<file path="src/rtl/bounded_deque_with_search_assert.svh">
// Assertion macros shared by the deque RTL.
`ifndef BOUNDED_DEQUE_WITH_SEARCH_ASSERT_SVH
`define BOUNDED_DEQUE_WITH_SEARCH_ASSERT_SVH

// Same-cycle implication, disabled while reset is held.
`define BDQS_ASSERT_NOW(lbl, clk, rst_n, ante, cons, msg) \
    lbl: assert property (@(posedge clk) disable iff (!(rst_n)) (ante) |-> (cons)) \
        else $error(msg);

// Next-cycle implication, disabled while reset is held.
`define BDQS_ASSERT_NEXT(lbl, clk, rst_n, ante, cons, msg) \
    lbl: assert property (@(posedge clk) disable iff (!(rst_n)) (ante) |=> (cons)) \
        else $error(msg);

`endif

</file>
<file path="src/rtl/bdqs_pkg.sv">
// Shared types and constants of the bounded deque with search.
`default_nettype none

package bdqs_pkg;

    localparam int DATA_W       = 16;
    localparam int OP_W         = 3;
    localparam int POS_W        = 6;
    localparam int STATUS_W     = 2;
    localparam int CNT_OUT_W    = 7;
    localparam int CAPACITY_DEF = 64;

    typedef enum logic [OP_W-1:0] {
        OP_PUSH_BACK  = 3'd0,
        OP_PUSH_FRONT = 3'd1,
        OP_POP_FRONT  = 3'd2,
        OP_POP_BACK   = 3'd3,
        OP_REMOVE     = 3'd4,
        OP_CONTAINS   = 3'd5,
        OP_GET        = 3'd6
    } t_op;

    typedef enum logic [STATUS_W-1:0] {
        ST_OK   = 2'd0,
        ST_MISS = 2'd1,
        ST_FULL = 2'd2
    } t_status;

    typedef enum logic [3:0] {
        S_IDLE,
        S_EXEC,
        S_POP_FRONT,
        S_POP_BACK,
        S_GET,
        S_REM_FRONT,
        S_REM_BACK,
        S_SCAN,
        S_SHIFT,
        S_RD_FRONT,
        S_RD_BACK,
        S_DONE
    } t_state;

endpackage

`default_nettype wire

</file>
<file path="src/rtl/bdqs_if.sv">
// Valid/ready channel interfaces for deque commands and responses.
`default_nettype none

interface bdqs_in_if import bdqs_pkg::*; ();
    logic                     valid;
    logic                     ready;
    logic [OP_W-1:0]          op;
    logic signed [DATA_W-1:0] value;
    logic [POS_W-1:0]         position;

    modport source (output valid, op, value, position, input ready);
    modport sink   (input valid, op, value, position, output ready);
endinterface

interface bdqs_out_if import bdqs_pkg::*; ();
    logic                     valid;
    logic                     ready;
    logic signed [DATA_W-1:0] data_out;
    logic                     found;
    logic [STATUS_W-1:0]      status;
    logic signed [DATA_W-1:0] front_value;
    logic signed [DATA_W-1:0] back_value;
    logic [CNT_OUT_W-1:0]     entry_count;

    modport source (output valid, data_out, found, status, front_value, back_value,
                    entry_count, input ready);
    modport sink   (input valid, data_out, found, status, front_value, back_value,
                    entry_count, output ready);
endinterface

`default_nettype wire

</file>
<file path="src/rtl/bdqs_mem.sv">
// Element store: one write port and one registered read port.
`default_nettype none

module bdqs_mem import bdqs_pkg::*; #(
    parameter int DEPTH = CAPACITY_DEF,
    parameter int AW    = $clog2(CAPACITY_DEF)
) (
    input  wire logic              i_clk,
    input  wire logic              i_we,
    input  wire logic [AW-1:0]     i_waddr,
    input  wire logic [DATA_W-1:0] i_wdata,
    input  wire logic [AW-1:0]     i_raddr,
    output logic      [DATA_W-1:0] o_rdata
);

    logic [DATA_W-1:0] r_mem [DEPTH];
    logic [DATA_W-1:0] r_rdata;

    always_ff @(posedge i_clk) begin
        if (i_we) begin
            r_mem[i_waddr] <= i_wdata;
        end
    end

    always_ff @(posedge i_clk) begin
        r_rdata <= r_mem[i_raddr];
    end

    assign o_rdata = r_rdata;

endmodule

`default_nettype wire

</file>
<file path="src/rtl/bdqs_slot.sv">
// Shared slot unit: maps a logical index to a circular store slot.
`default_nettype none

module bdqs_slot import bdqs_pkg::*; #(
    parameter int CAPACITY = CAPACITY_DEF,
    parameter int SW       = $clog2(CAPACITY_DEF),
    parameter int CW       = $clog2(CAPACITY_DEF + 1)
) (
    input  wire logic [SW-1:0] i_head,
    input  wire logic [CW-1:0] i_idx,
    output logic      [SW-1:0] o_slot
);

    localparam int SUM_W = CW + 1;

    logic [SUM_W-1:0] sum;
    logic [SUM_W-1:0] wrapped;

    always_comb begin
        sum     = SUM_W'(i_head) + SUM_W'(i_idx);
        wrapped = (sum >= SUM_W'(CAPACITY)) ? (sum - SUM_W'(CAPACITY)) : sum;
        o_slot  = wrapped[SW-1:0];
    end

endmodule

`default_nettype wire

</file>
<file path="src/rtl/bounded_deque_with_search.sv">
// One command is in work at a time: a command beat is taken only in the idle state, and the
// next is not taken until the response of the last one has been registered.
// Contains and remove scan the stored entries; the single store read port and the shared
// slot adder visit one entry per cycle during a scan.
// A new command is taken while the previous response beat still waits.
// Synchronous active-low reset empties the deque; no clearing pass is needed.
`default_nettype none

module bounded_deque_with_search import bdqs_pkg::*; #(
    parameter int CAPACITY = CAPACITY_DEF
) (
    input  wire logic   i_clk,
    input  wire logic   i_rst_n,
    bdqs_in_if.sink     i_cmd,
    bdqs_out_if.source  o_rsp
);

    `include "bounded_deque_with_search_assert.svh"

    localparam int SW = $clog2(CAPACITY);
    localparam int CW = $clog2(CAPACITY + 1);
    localparam int PW = (CW > POS_W) ? CW : POS_W;

    t_state                   r_state, n_state;
    logic [SW-1:0]            r_head, n_head;
    logic [CW-1:0]            r_count, n_count;
    logic [CW-1:0]            r_idx, n_idx;
    logic [CW-1:0]            r_lim, n_lim;
    logic                     r_pend, n_pend;
    logic [SW-1:0]            r_ra1, n_ra1;
    logic [SW-1:0]            r_ra2, n_ra2;
    t_op                      r_op, n_op;
    logic [DATA_W-1:0]        r_val, n_val;
    logic [POS_W-1:0]         r_pos, n_pos;
    logic [DATA_W-1:0]        r_data, n_data;
    logic                     r_found, n_found;
    t_status                  r_status, n_status;
    logic [DATA_W-1:0]        r_front, n_front;
    logic                     r_ovalid, n_ovalid;
    logic [DATA_W-1:0]        r_o_data, n_o_data;
    logic                     r_o_found, n_o_found;
    t_status                  r_o_status, n_o_status;
    logic [DATA_W-1:0]        r_o_front, n_o_front;
    logic [DATA_W-1:0]        r_o_back, n_o_back;
    logic [CNT_OUT_W-1:0]     r_o_count, n_o_count;

    logic [CW-1:0]            unit_idx;
    logic [SW-1:0]            unit_slot;
    logic                     mem_we;
    logic [SW-1:0]            mem_waddr;
    logic [DATA_W-1:0]        mem_wdata;
    logic [SW-1:0]            mem_raddr;
    logic [DATA_W-1:0]        mem_rdata;
    logic                     full;
    logic                     empty;
    logic                     out_free;
    logic                     rd_match;
    logic                     issue;

    bdqs_slot #(.CAPACITY(CAPACITY), .SW(SW), .CW(CW)) u_slot (
        .i_head (r_head),
        .i_idx  (unit_idx),
        .o_slot (unit_slot)
    );

    bdqs_mem #(.DEPTH(CAPACITY), .AW(SW)) u_mem (
        .i_clk   (i_clk),
        .i_we    (mem_we),
        .i_waddr (mem_waddr),
        .i_wdata (mem_wdata),
        .i_raddr (mem_raddr),
        .o_rdata (mem_rdata)
    );

    assign full     = (r_count >= CW'(CAPACITY));
    assign empty    = (r_count == '0);
    assign out_free = !r_ovalid || o_rsp.ready;
    assign rd_match = (mem_rdata == r_val);

    assign i_cmd.ready       = (r_state == S_IDLE);
    assign o_rsp.valid       = r_ovalid;
    assign o_rsp.data_out    = r_o_data;
    assign o_rsp.found       = r_o_found;
    assign o_rsp.status      = r_o_status;
    assign o_rsp.front_value = r_o_front;
    assign o_rsp.back_value  = r_o_back;
    assign o_rsp.entry_count = r_o_count;

    always_comb begin
        n_state    = r_state;
        n_head     = r_head;
        n_count    = r_count;
        n_idx      = r_idx;
        n_lim      = r_lim;
        n_pend     = r_pend;
        n_ra1      = r_ra1;
        n_ra2      = r_ra2;
        n_op       = r_op;
        n_val      = r_val;
        n_pos      = r_pos;
        n_data     = r_data;
        n_found    = r_found;
        n_status   = r_status;
        n_front    = r_front;
        n_ovalid   = r_ovalid && !o_rsp.ready;
        n_o_data   = r_o_data;
        n_o_found  = r_o_found;
        n_o_status = r_o_status;
        n_o_front  = r_o_front;
        n_o_back   = r_o_back;
        n_o_count  = r_o_count;
        unit_idx   = '0;
        mem_we     = 1'b0;
        mem_waddr  = unit_slot;
        mem_wdata  = r_val;
        mem_raddr  = unit_slot;
        issue      = 1'b0;

        case (r_state)
            S_IDLE: begin
                if (i_cmd.valid) begin
                    n_op     = t_op'(i_cmd.op);
                    n_val    = i_cmd.value;
                    n_pos    = i_cmd.position;
                    n_data   = '0;
                    n_found  = 1'b0;
                    n_status = ST_OK;
                    n_state  = S_EXEC;
                end
            end
            S_EXEC: begin
                n_state = S_RD_FRONT;
                case (r_op)
                    OP_PUSH_BACK: begin
                        unit_idx = r_count;
                        if (full) begin
                            n_status = ST_FULL;
                        end else begin
                            mem_we  = 1'b1;
                            n_count = r_count + CW'(1);
                        end
                    end
                    OP_PUSH_FRONT: begin
                        unit_idx = CW'(CAPACITY - 1);
                        if (full) begin
                            n_status = ST_FULL;
                        end else begin
                            mem_we  = 1'b1;
                            n_head  = unit_slot;
                            n_count = r_count + CW'(1);
                        end
                    end
                    OP_POP_FRONT: begin
                        unit_idx = '0;
                        if (empty) begin
                            n_status = ST_MISS;
                        end else begin
                            n_state = S_POP_FRONT;
                        end
                    end
                    OP_POP_BACK: begin
                        unit_idx = r_count - CW'(1);
                        if (empty) begin
                            n_status = ST_MISS;
                        end else begin
                            n_state = S_POP_BACK;
                        end
                    end
                    OP_REMOVE: begin
                        unit_idx = '0;
                        if (empty) begin
                            n_status = ST_MISS;
                        end else begin
                            n_state = S_REM_FRONT;
                        end
                    end
                    OP_CONTAINS: begin
                        n_idx   = '0;
                        n_lim   = r_count;
                        n_pend  = 1'b0;
                        n_state = S_SCAN;
                    end
                    OP_GET: begin
                        if (PW'(r_pos) < PW'(r_count)) begin
                            unit_idx = CW'(r_pos);
                            n_state  = S_GET;
                        end else begin
                            n_status = ST_MISS;
                        end
                    end
                    default: begin
                        n_state = S_RD_FRONT;
                    end
                endcase
            end
            S_POP_FRONT: begin
                unit_idx = CW'(1);
                n_data   = mem_rdata;
                n_head   = unit_slot;
                n_count  = r_count - CW'(1);
                n_state  = S_RD_FRONT;
            end
            S_POP_BACK: begin
                n_data  = mem_rdata;
                n_count = r_count - CW'(1);
                n_state = S_RD_FRONT;
            end
            S_GET: begin
                n_data  = mem_rdata;
                n_state = S_RD_FRONT;
            end
            S_REM_FRONT: begin
                if (rd_match) begin
                    unit_idx = CW'(1);
                    n_head   = unit_slot;
                    n_count  = r_count - CW'(1);
                    n_found  = 1'b1;
                    n_state  = S_RD_FRONT;
                end else begin
                    unit_idx = r_count - CW'(1);
                    n_state  = S_REM_BACK;
                end
            end
            S_REM_BACK: begin
                if (rd_match) begin
                    n_count = r_count - CW'(1);
                    n_found = 1'b1;
                    n_state = S_RD_FRONT;
                end else begin
                    n_idx   = CW'(1);
                    n_lim   = r_count - CW'(1);
                    n_pend  = 1'b0;
                    n_state = S_SCAN;
                end
            end
            S_SCAN: begin
                unit_idx = r_idx;
                if (r_pend && rd_match) begin
                    n_found = 1'b1;
                    n_pend  = 1'b0;
                    n_state = (r_op == OP_REMOVE) ? S_SHIFT : S_RD_FRONT;
                end else begin
                    issue  = (r_idx < r_lim);
                    n_pend = issue;
                    if (issue) begin
                        n_ra1 = unit_slot;
                        n_idx = r_idx + CW'(1);
                    end else if (!r_pend) begin
                        n_status = ST_MISS;
                        n_state  = S_RD_FRONT;
                    end
                end
            end
            S_SHIFT: begin
                unit_idx  = r_idx;
                issue     = (r_idx < r_count);
                n_pend    = issue;
                mem_we    = r_pend;
                mem_waddr = r_ra2;
                mem_wdata = mem_rdata;
                if (issue) begin
                    n_ra1 = unit_slot;
                    n_ra2 = r_ra1;
                    n_idx = r_idx + CW'(1);
                end else if (!r_pend) begin
                    n_count = r_count - CW'(1);
                    n_state = S_RD_FRONT;
                end
            end
            S_RD_FRONT: begin
                unit_idx = '0;
                n_state  = S_RD_BACK;
            end
            S_RD_BACK: begin
                unit_idx = r_count - CW'(1);
                n_front  = empty ? '0 : mem_rdata;
                n_state  = S_DONE;
            end
            S_DONE: begin
                unit_idx = r_count - CW'(1);
                if (out_free) begin
                    n_ovalid   = 1'b1;
                    n_o_data   = r_data;
                    n_o_found  = r_found;
                    n_o_status = r_status;
                    n_o_front  = r_front;
                    n_o_back   = empty ? '0 : mem_rdata;
                    n_o_count  = CNT_OUT_W'(r_count);
                    n_state    = S_IDLE;
                end
            end
            default: begin
                n_state = S_IDLE;
            end
        endcase
    end

    always_ff @(posedge i_clk) begin
        if (!i_rst_n) begin
            r_state  <= S_IDLE;
            r_head   <= '0;
            r_count  <= '0;
            r_pend   <= 1'b0;
            r_ovalid <= 1'b0;
        end else begin
            r_state  <= n_state;
            r_head   <= n_head;
            r_count  <= n_count;
            r_pend   <= n_pend;
            r_ovalid <= n_ovalid;
        end
    end

    always_ff @(posedge i_clk) begin
        r_idx      <= n_idx;
        r_lim      <= n_lim;
        r_ra1      <= n_ra1;
        r_ra2      <= n_ra2;
        r_op       <= n_op;
        r_val      <= n_val;
        r_pos      <= n_pos;
        r_data     <= n_data;
        r_found    <= n_found;
        r_status   <= n_status;
        r_front    <= n_front;
        r_o_data   <= n_o_data;
        r_o_found  <= n_o_found;
        r_o_status <= n_o_status;
        r_o_front  <= n_o_front;
        r_o_back   <= n_o_back;
        r_o_count  <= n_o_count;
    end

    `BDQS_ASSERT_NOW(a_count_bound, i_clk, i_rst_n, 1'b1, r_count <= CW'(CAPACITY),
                     "Element count exceeds capacity.")
    `BDQS_ASSERT_NOW(a_full_status, i_clk, i_rst_n,
                     r_state == S_DONE && r_status == ST_FULL, r_count == CW'(CAPACITY),
                     "Full status reported on a deque that is not full.")
    `BDQS_ASSERT_NEXT(a_accept_hold, i_clk, i_rst_n, i_cmd.valid && i_cmd.ready,
                      r_state == S_EXEC && r_count == $past(r_count),
                      "Command beat did not start execution cleanly.")

endmodule

`default_nettype wire
</file>
<file path="src/flat_wrapper.sv">
// flat-port wrapper written by rule: the top's interface ports become plain ports
module bounded_deque_with_search_flat import bdqs_pkg::*;
#(
    parameter int CAPACITY = CAPACITY_DEF
)
  (i_clk, i_rst_n, i_cmd_valid, i_cmd_op, i_cmd_value, i_cmd_position, i_cmd_ready, o_rsp_valid, o_rsp_data_out, o_rsp_found, o_rsp_status, o_rsp_front_value, o_rsp_back_value, o_rsp_entry_count, o_rsp_ready);
  bdqs_in_if i_cmd_i ();
  bdqs_out_if o_rsp_i ();
  input  wire logic i_clk;
  input  wire logic i_rst_n;
  input wire logic [$bits(i_cmd_i.valid)-1:0] i_cmd_valid;
  input wire logic [$bits(i_cmd_i.op)-1:0] i_cmd_op;
  input wire logic [$bits(i_cmd_i.value)-1:0] i_cmd_value;
  input wire logic [$bits(i_cmd_i.position)-1:0] i_cmd_position;
  output wire logic [$bits(i_cmd_i.ready)-1:0] i_cmd_ready;
  output wire logic [$bits(o_rsp_i.valid)-1:0] o_rsp_valid;
  output wire logic [$bits(o_rsp_i.data_out)-1:0] o_rsp_data_out;
  output wire logic [$bits(o_rsp_i.found)-1:0] o_rsp_found;
  output wire logic [$bits(o_rsp_i.status)-1:0] o_rsp_status;
  output wire logic [$bits(o_rsp_i.front_value)-1:0] o_rsp_front_value;
  output wire logic [$bits(o_rsp_i.back_value)-1:0] o_rsp_back_value;
  output wire logic [$bits(o_rsp_i.entry_count)-1:0] o_rsp_entry_count;
  input wire logic [$bits(o_rsp_i.ready)-1:0] o_rsp_ready;
  assign i_cmd_i.valid = i_cmd_valid;
  assign i_cmd_i.op = i_cmd_op;
  assign i_cmd_i.value = i_cmd_value;
  assign i_cmd_i.position = i_cmd_position;
  assign i_cmd_ready = i_cmd_i.ready;
  assign o_rsp_valid = o_rsp_i.valid;
  assign o_rsp_data_out = o_rsp_i.data_out;
  assign o_rsp_found = o_rsp_i.found;
  assign o_rsp_status = o_rsp_i.status;
  assign o_rsp_front_value = o_rsp_i.front_value;
  assign o_rsp_back_value = o_rsp_i.back_value;
  assign o_rsp_entry_count = o_rsp_i.entry_count;
  assign o_rsp_i.ready = o_rsp_ready;
  bounded_deque_with_search #(.CAPACITY(CAPACITY)) u_core (.i_clk(i_clk), .i_rst_n(i_rst_n), .i_cmd(i_cmd_i), .o_rsp(o_rsp_i));
endmodule
</file>
<file path="config.mk">
export PLATFORM = sky130hd
export DESIGN_NAME = bounded_deque_with_search_flat
export DESIGN_NICKNAME = d
export VERILOG_FILES = /design/src/rtl/bdqs_pkg.sv /design/src/rtl/bdqs_if.sv /design/src/rtl/bdqs_mem.sv /design/src/rtl/bdqs_slot.sv /design/src/rtl/bounded_deque_with_search.sv /design/src/flat_wrapper.sv
export VERILOG_INCLUDE_DIRS = /design/src /design/src/rtl
export SDC_FILE = /design/constraint.sdc
export NUM_CORES = 1
export LEC_CHECK = 0
export BUFFER_PORTS_ARGS = -buffer_cell sky130_fd_sc_hd__buf_2
export CORE_AREA = 5 5 339 341
export DETAILED_ROUTE_END_ITERATION = 8
export DIE_AREA = 0 0 344 346
export PLACE_DENSITY = 0.54
export SLEW_MARGIN = 20
export SYNTH_ARGS = -nofsm -noshare
export SYNTH_HDL_FRONTEND = slang
export SYNTH_SLANG_ARGS = --single-unit
</file>
<file path="constraint.sdc">
create_clock -name i_clk -period 6.4 [get_ports i_clk]
set_input_delay 1.28 -clock i_clk [delete_from_list [all_inputs] [get_ports i_clk]]
set_output_delay 1.28 -clock i_clk [all_outputs]
set_load 0.03 [all_outputs]
</file>
==> flow_summary.toml <==
[run_status]
status = "completed"

[floorplan]
core_area_sq_um = 112000
dieArea_sq_um = 119000
rows = 123
start_util = 0.426
die_w_um = 344
boundaryPins = 89
die_h_um = 346

[clock_tree]
cts_tree = "yes"
cts_root_buf = "clkbuf_16"
cts_setup_buffers = 0
clk_latency_ns = 0.71
ctsHoldBuffers = 0
cts_buffers = 121
cts_sinks = 1203
htree_levels = 3
path_clk_slew_ns = 0.06
cts_repair_resize_count = 0
clock_path_buffers = 3

[final_layout]
syn_to_final_growth_pct = 15.4
multi_input_area_sq_um = 11600
final_common_cell = "edfxtp_1"
drive_gt1_frac = 0.312
final_cell_mix = "edfxtp_1, mux4_2, clkbuf_16"
diodes = 0
final_core_util = 0.492
seq_area_sq_um = 35800
fillerInstances = 8929
layout.nets = 2542

[drt]
drt_iter0_markers = 2120
postRouteAntennaNets = 0
wl_per_cell_um = 28.4
num_vias = 23200
drc = 0
vias_per_cell = 5.67
routed_wl_um = 116000
drt_first_pass_iters = 5

[synth]
synth_top_area_frac = 0.737
synth_area_sq_um = 47600
syn_inst = 2274
ys_ff_latch = 1203
synthArstFlopShare = 0
syn_area_per_cell_sq_um = 20.9
seq_area_frac_synth = 0.752
synth_fp_nets = 2330
synth_edf_count = 1168
yosys.area.top_type = "edfxtp_1"
synth_flop_cell = "edfxtp_1"
synth.area.top_cells = "edfxtp_1, mux4_2, dfxtp_1"
synth.distinct_cells = 73
ys_warn_count = 0

[power]
p_leak_nw = 17.1
p_per_area_nw_per_um2 = 508
vdd_ir_drop_max_mv = 0.279

[sta]
drv_slew = 0
clock_skew_ns = 0.0223
slew_headroom = 0.315
fmax_mhz = 172
period_share = 0.910
setup_violations = 0
rsz0062_at_grt = "false"
tns_ns = 0
tightestPinTransition_ns = 1.02
hold_viol = 0
period_minus_slack_ns = 5.82

[placed_design]
gp_congestion = 0.859
hpwl_um = 71500
io_buffers = 88

[grt]
grt_max_degree = 65
grt_overflow = 0
grt_pass1_vias = 23400
grt_usage = 0.194
antenna_found_initial = 2
grt_pass1_wl_um = 169000

[setup_path]
rr_endpoint = "u_core.u_mem.o_rdata[4]$_DFF_P_"
cp_data_arrival_time_ns = 6.32
cp-end-kind = "register"
reg2reg_from = "u_core.r_count[5]$_SDFFE_PN0P_"
reg2regPathDepth = 16
cp-start-kind = "register"
worstPathMaxFanout = 59
cp.required_ns = 6.89
r2r_slack_ns = 0.58
worst-setup-path-type = "register to register"

[hold_path]
min_from = "u_core.r_front[12]$_DFFE_PP_"
hp-class = "register to register"
hold_path_depth = 0
hold_end = "u_core.o_rsp.front_value[12]$_DFFE_PP_"

[job]
drv_cap = 0
-- flip-flops by register name, indices dropped and copies added, names as in the netlist, 7 cells and up --
name,flops
u_core.u_mem.o_rdata,16
u_core.o_rsp.front_value,16
u_core.r_idx,7
u_core.r_count,7
u_core.u_mem.r_mem,1024
u_core.r_front,16
u_core.o_rsp.data_out,16
u_core.o_rsp.back_value,16
u_core.r_data,16
u_core.r_val,16
u_core.o_rsp.entry_count,7
u_core.r_lim,7
-- metal layers --
layer,up-vias,share of wire,track usage
li1,9872,-,-
met1,12500,0.45,0.288
met2,731,0.47,0.305
met3,149,0.054,0.0298
met4,0,0.025,0.0501
met5,-,0,0
-- area by class of cell --
cell class / count / area share
repair buffers: 212 / 0.0273
multi-input cells: 921 / 0.211
flip-flops and latches: 1203 / 0.652
inverters: 27 / 0.00185
clock buffers: 147 / 0.0581
clock inverters: 82 / 0.0158
well taps: 1500 / 0.0342
-- kinds of logic (layout without fill, tap and decap cells) --
family,Yosys count,after routing,share of synthesized area
xor+xnor,41,41,0.00755
compound gates,175,175,0.0251
flops,1203,1203,0.752
simple gates,302,302,0.0316
fa+ha+maj,27,27,0.00726
buf+inv,150,468,0.0131
mux,376,376,0.163
-- synthesized netlist by cell type, types with 5 or more instances --
library cell     n
edfxtp_1      1168
mux4_2         320
nand2_1         98
clkbuf_1        85
nor2_1          64
mux2i_1         56
a21oi_1         50
xnor2_1         38
and2_1          37
a211oi_1        35
dfxtp_1         35
buf_1           27
inv_1           27
ha_1            26
nand3_1         17
nor3_1          17
o21ai_0         16
a21o_1          10
nand2b_1         9
a31oi_1          8
nand3b_1         8
and3_1           7
o211ai_1         7
or3_1            7
nand4_1          6
nor4_1           6
o21a_1           6
buf_6            5
o22ai_1          5
or2_2            5
-- metrics by stage --
step | area [sq um] | instances | power (mW) | worst slack, ns | hold slack [ns]
floorplan | 47600 | 2274 | 16.8 | 0.577 | 0.400
global placement | 50800 | 3863 | 20.8 | 0.484 | 0.402
detailed placement | 50800 | 3863 | 21.0 | 0.545 | 0.405
CTS | 54900 | 4092 | 28.2 | 0.530 | 0.419
global route | 54900 | 4092 | 29.0 | 0.379 | 0.422
finish | 54900 | 4092 | 27.9 | 0.577 | 0.418
-- report_power, final --
group | switching [mW] | internal (mW)
Clock | 2.97 | 4.23
Sequential | 0.326 | 10.1
Combinational | 6.24 | 3.96
-- worst max path at each step --
stage	end	cells after the start	from	slack, ns
2_1_floorplan	u_core.u_mem.r_mem[22][0]$_DFFE_PP_	17	u_core.r_val[10]$_DFFE_PP_	0.58
3_3_place_gp	u_core.u_mem.r_mem[12][9]$_DFFE_PP_	16	u_core.u_mem.o_rdata[11]$_DFF_P_	0.48
3_5_place_dp	u_core.u_mem.o_rdata[4]$_DFF_P_	13	u_core.u_mem.o_rdata[11]$_DFF_P_	0.54
4_1_cts	u_core.u_mem.o_rdata[4]$_DFF_P_	13	u_core.u_mem.o_rdata[11]$_DFF_P_	0.53
5_1_grt	u_core.u_mem.o_rdata[6]$_DFF_P_	16	u_core.r_count[5]$_SDFFE_PN0P_	0.38
6_report	u_core.u_mem.o_rdata[4]$_DFF_P_	16	u_core.r_count[5]$_SDFFE_PN0P_	0.58
-- critical path: stages (launching register included) --
cell	delay [ns]
dfxtp_1	0.58
inv_1	0.21
ha_1	0.35
nand4b_1	0.11
nor2_1	0.16
a22o_1	0.17
nor3_1	0.05
buf_4	0.16
a21oi_1	0.15
o21ai_0	0.16
ha_4	0.22
fa_4	1.00
buf_12	0.37
mux4_2	0.41
mux4_2	0.54
mux2i_1	0.54
mux2i_1	0.36
Note: power is estimated with default switching activity, not from simulation.
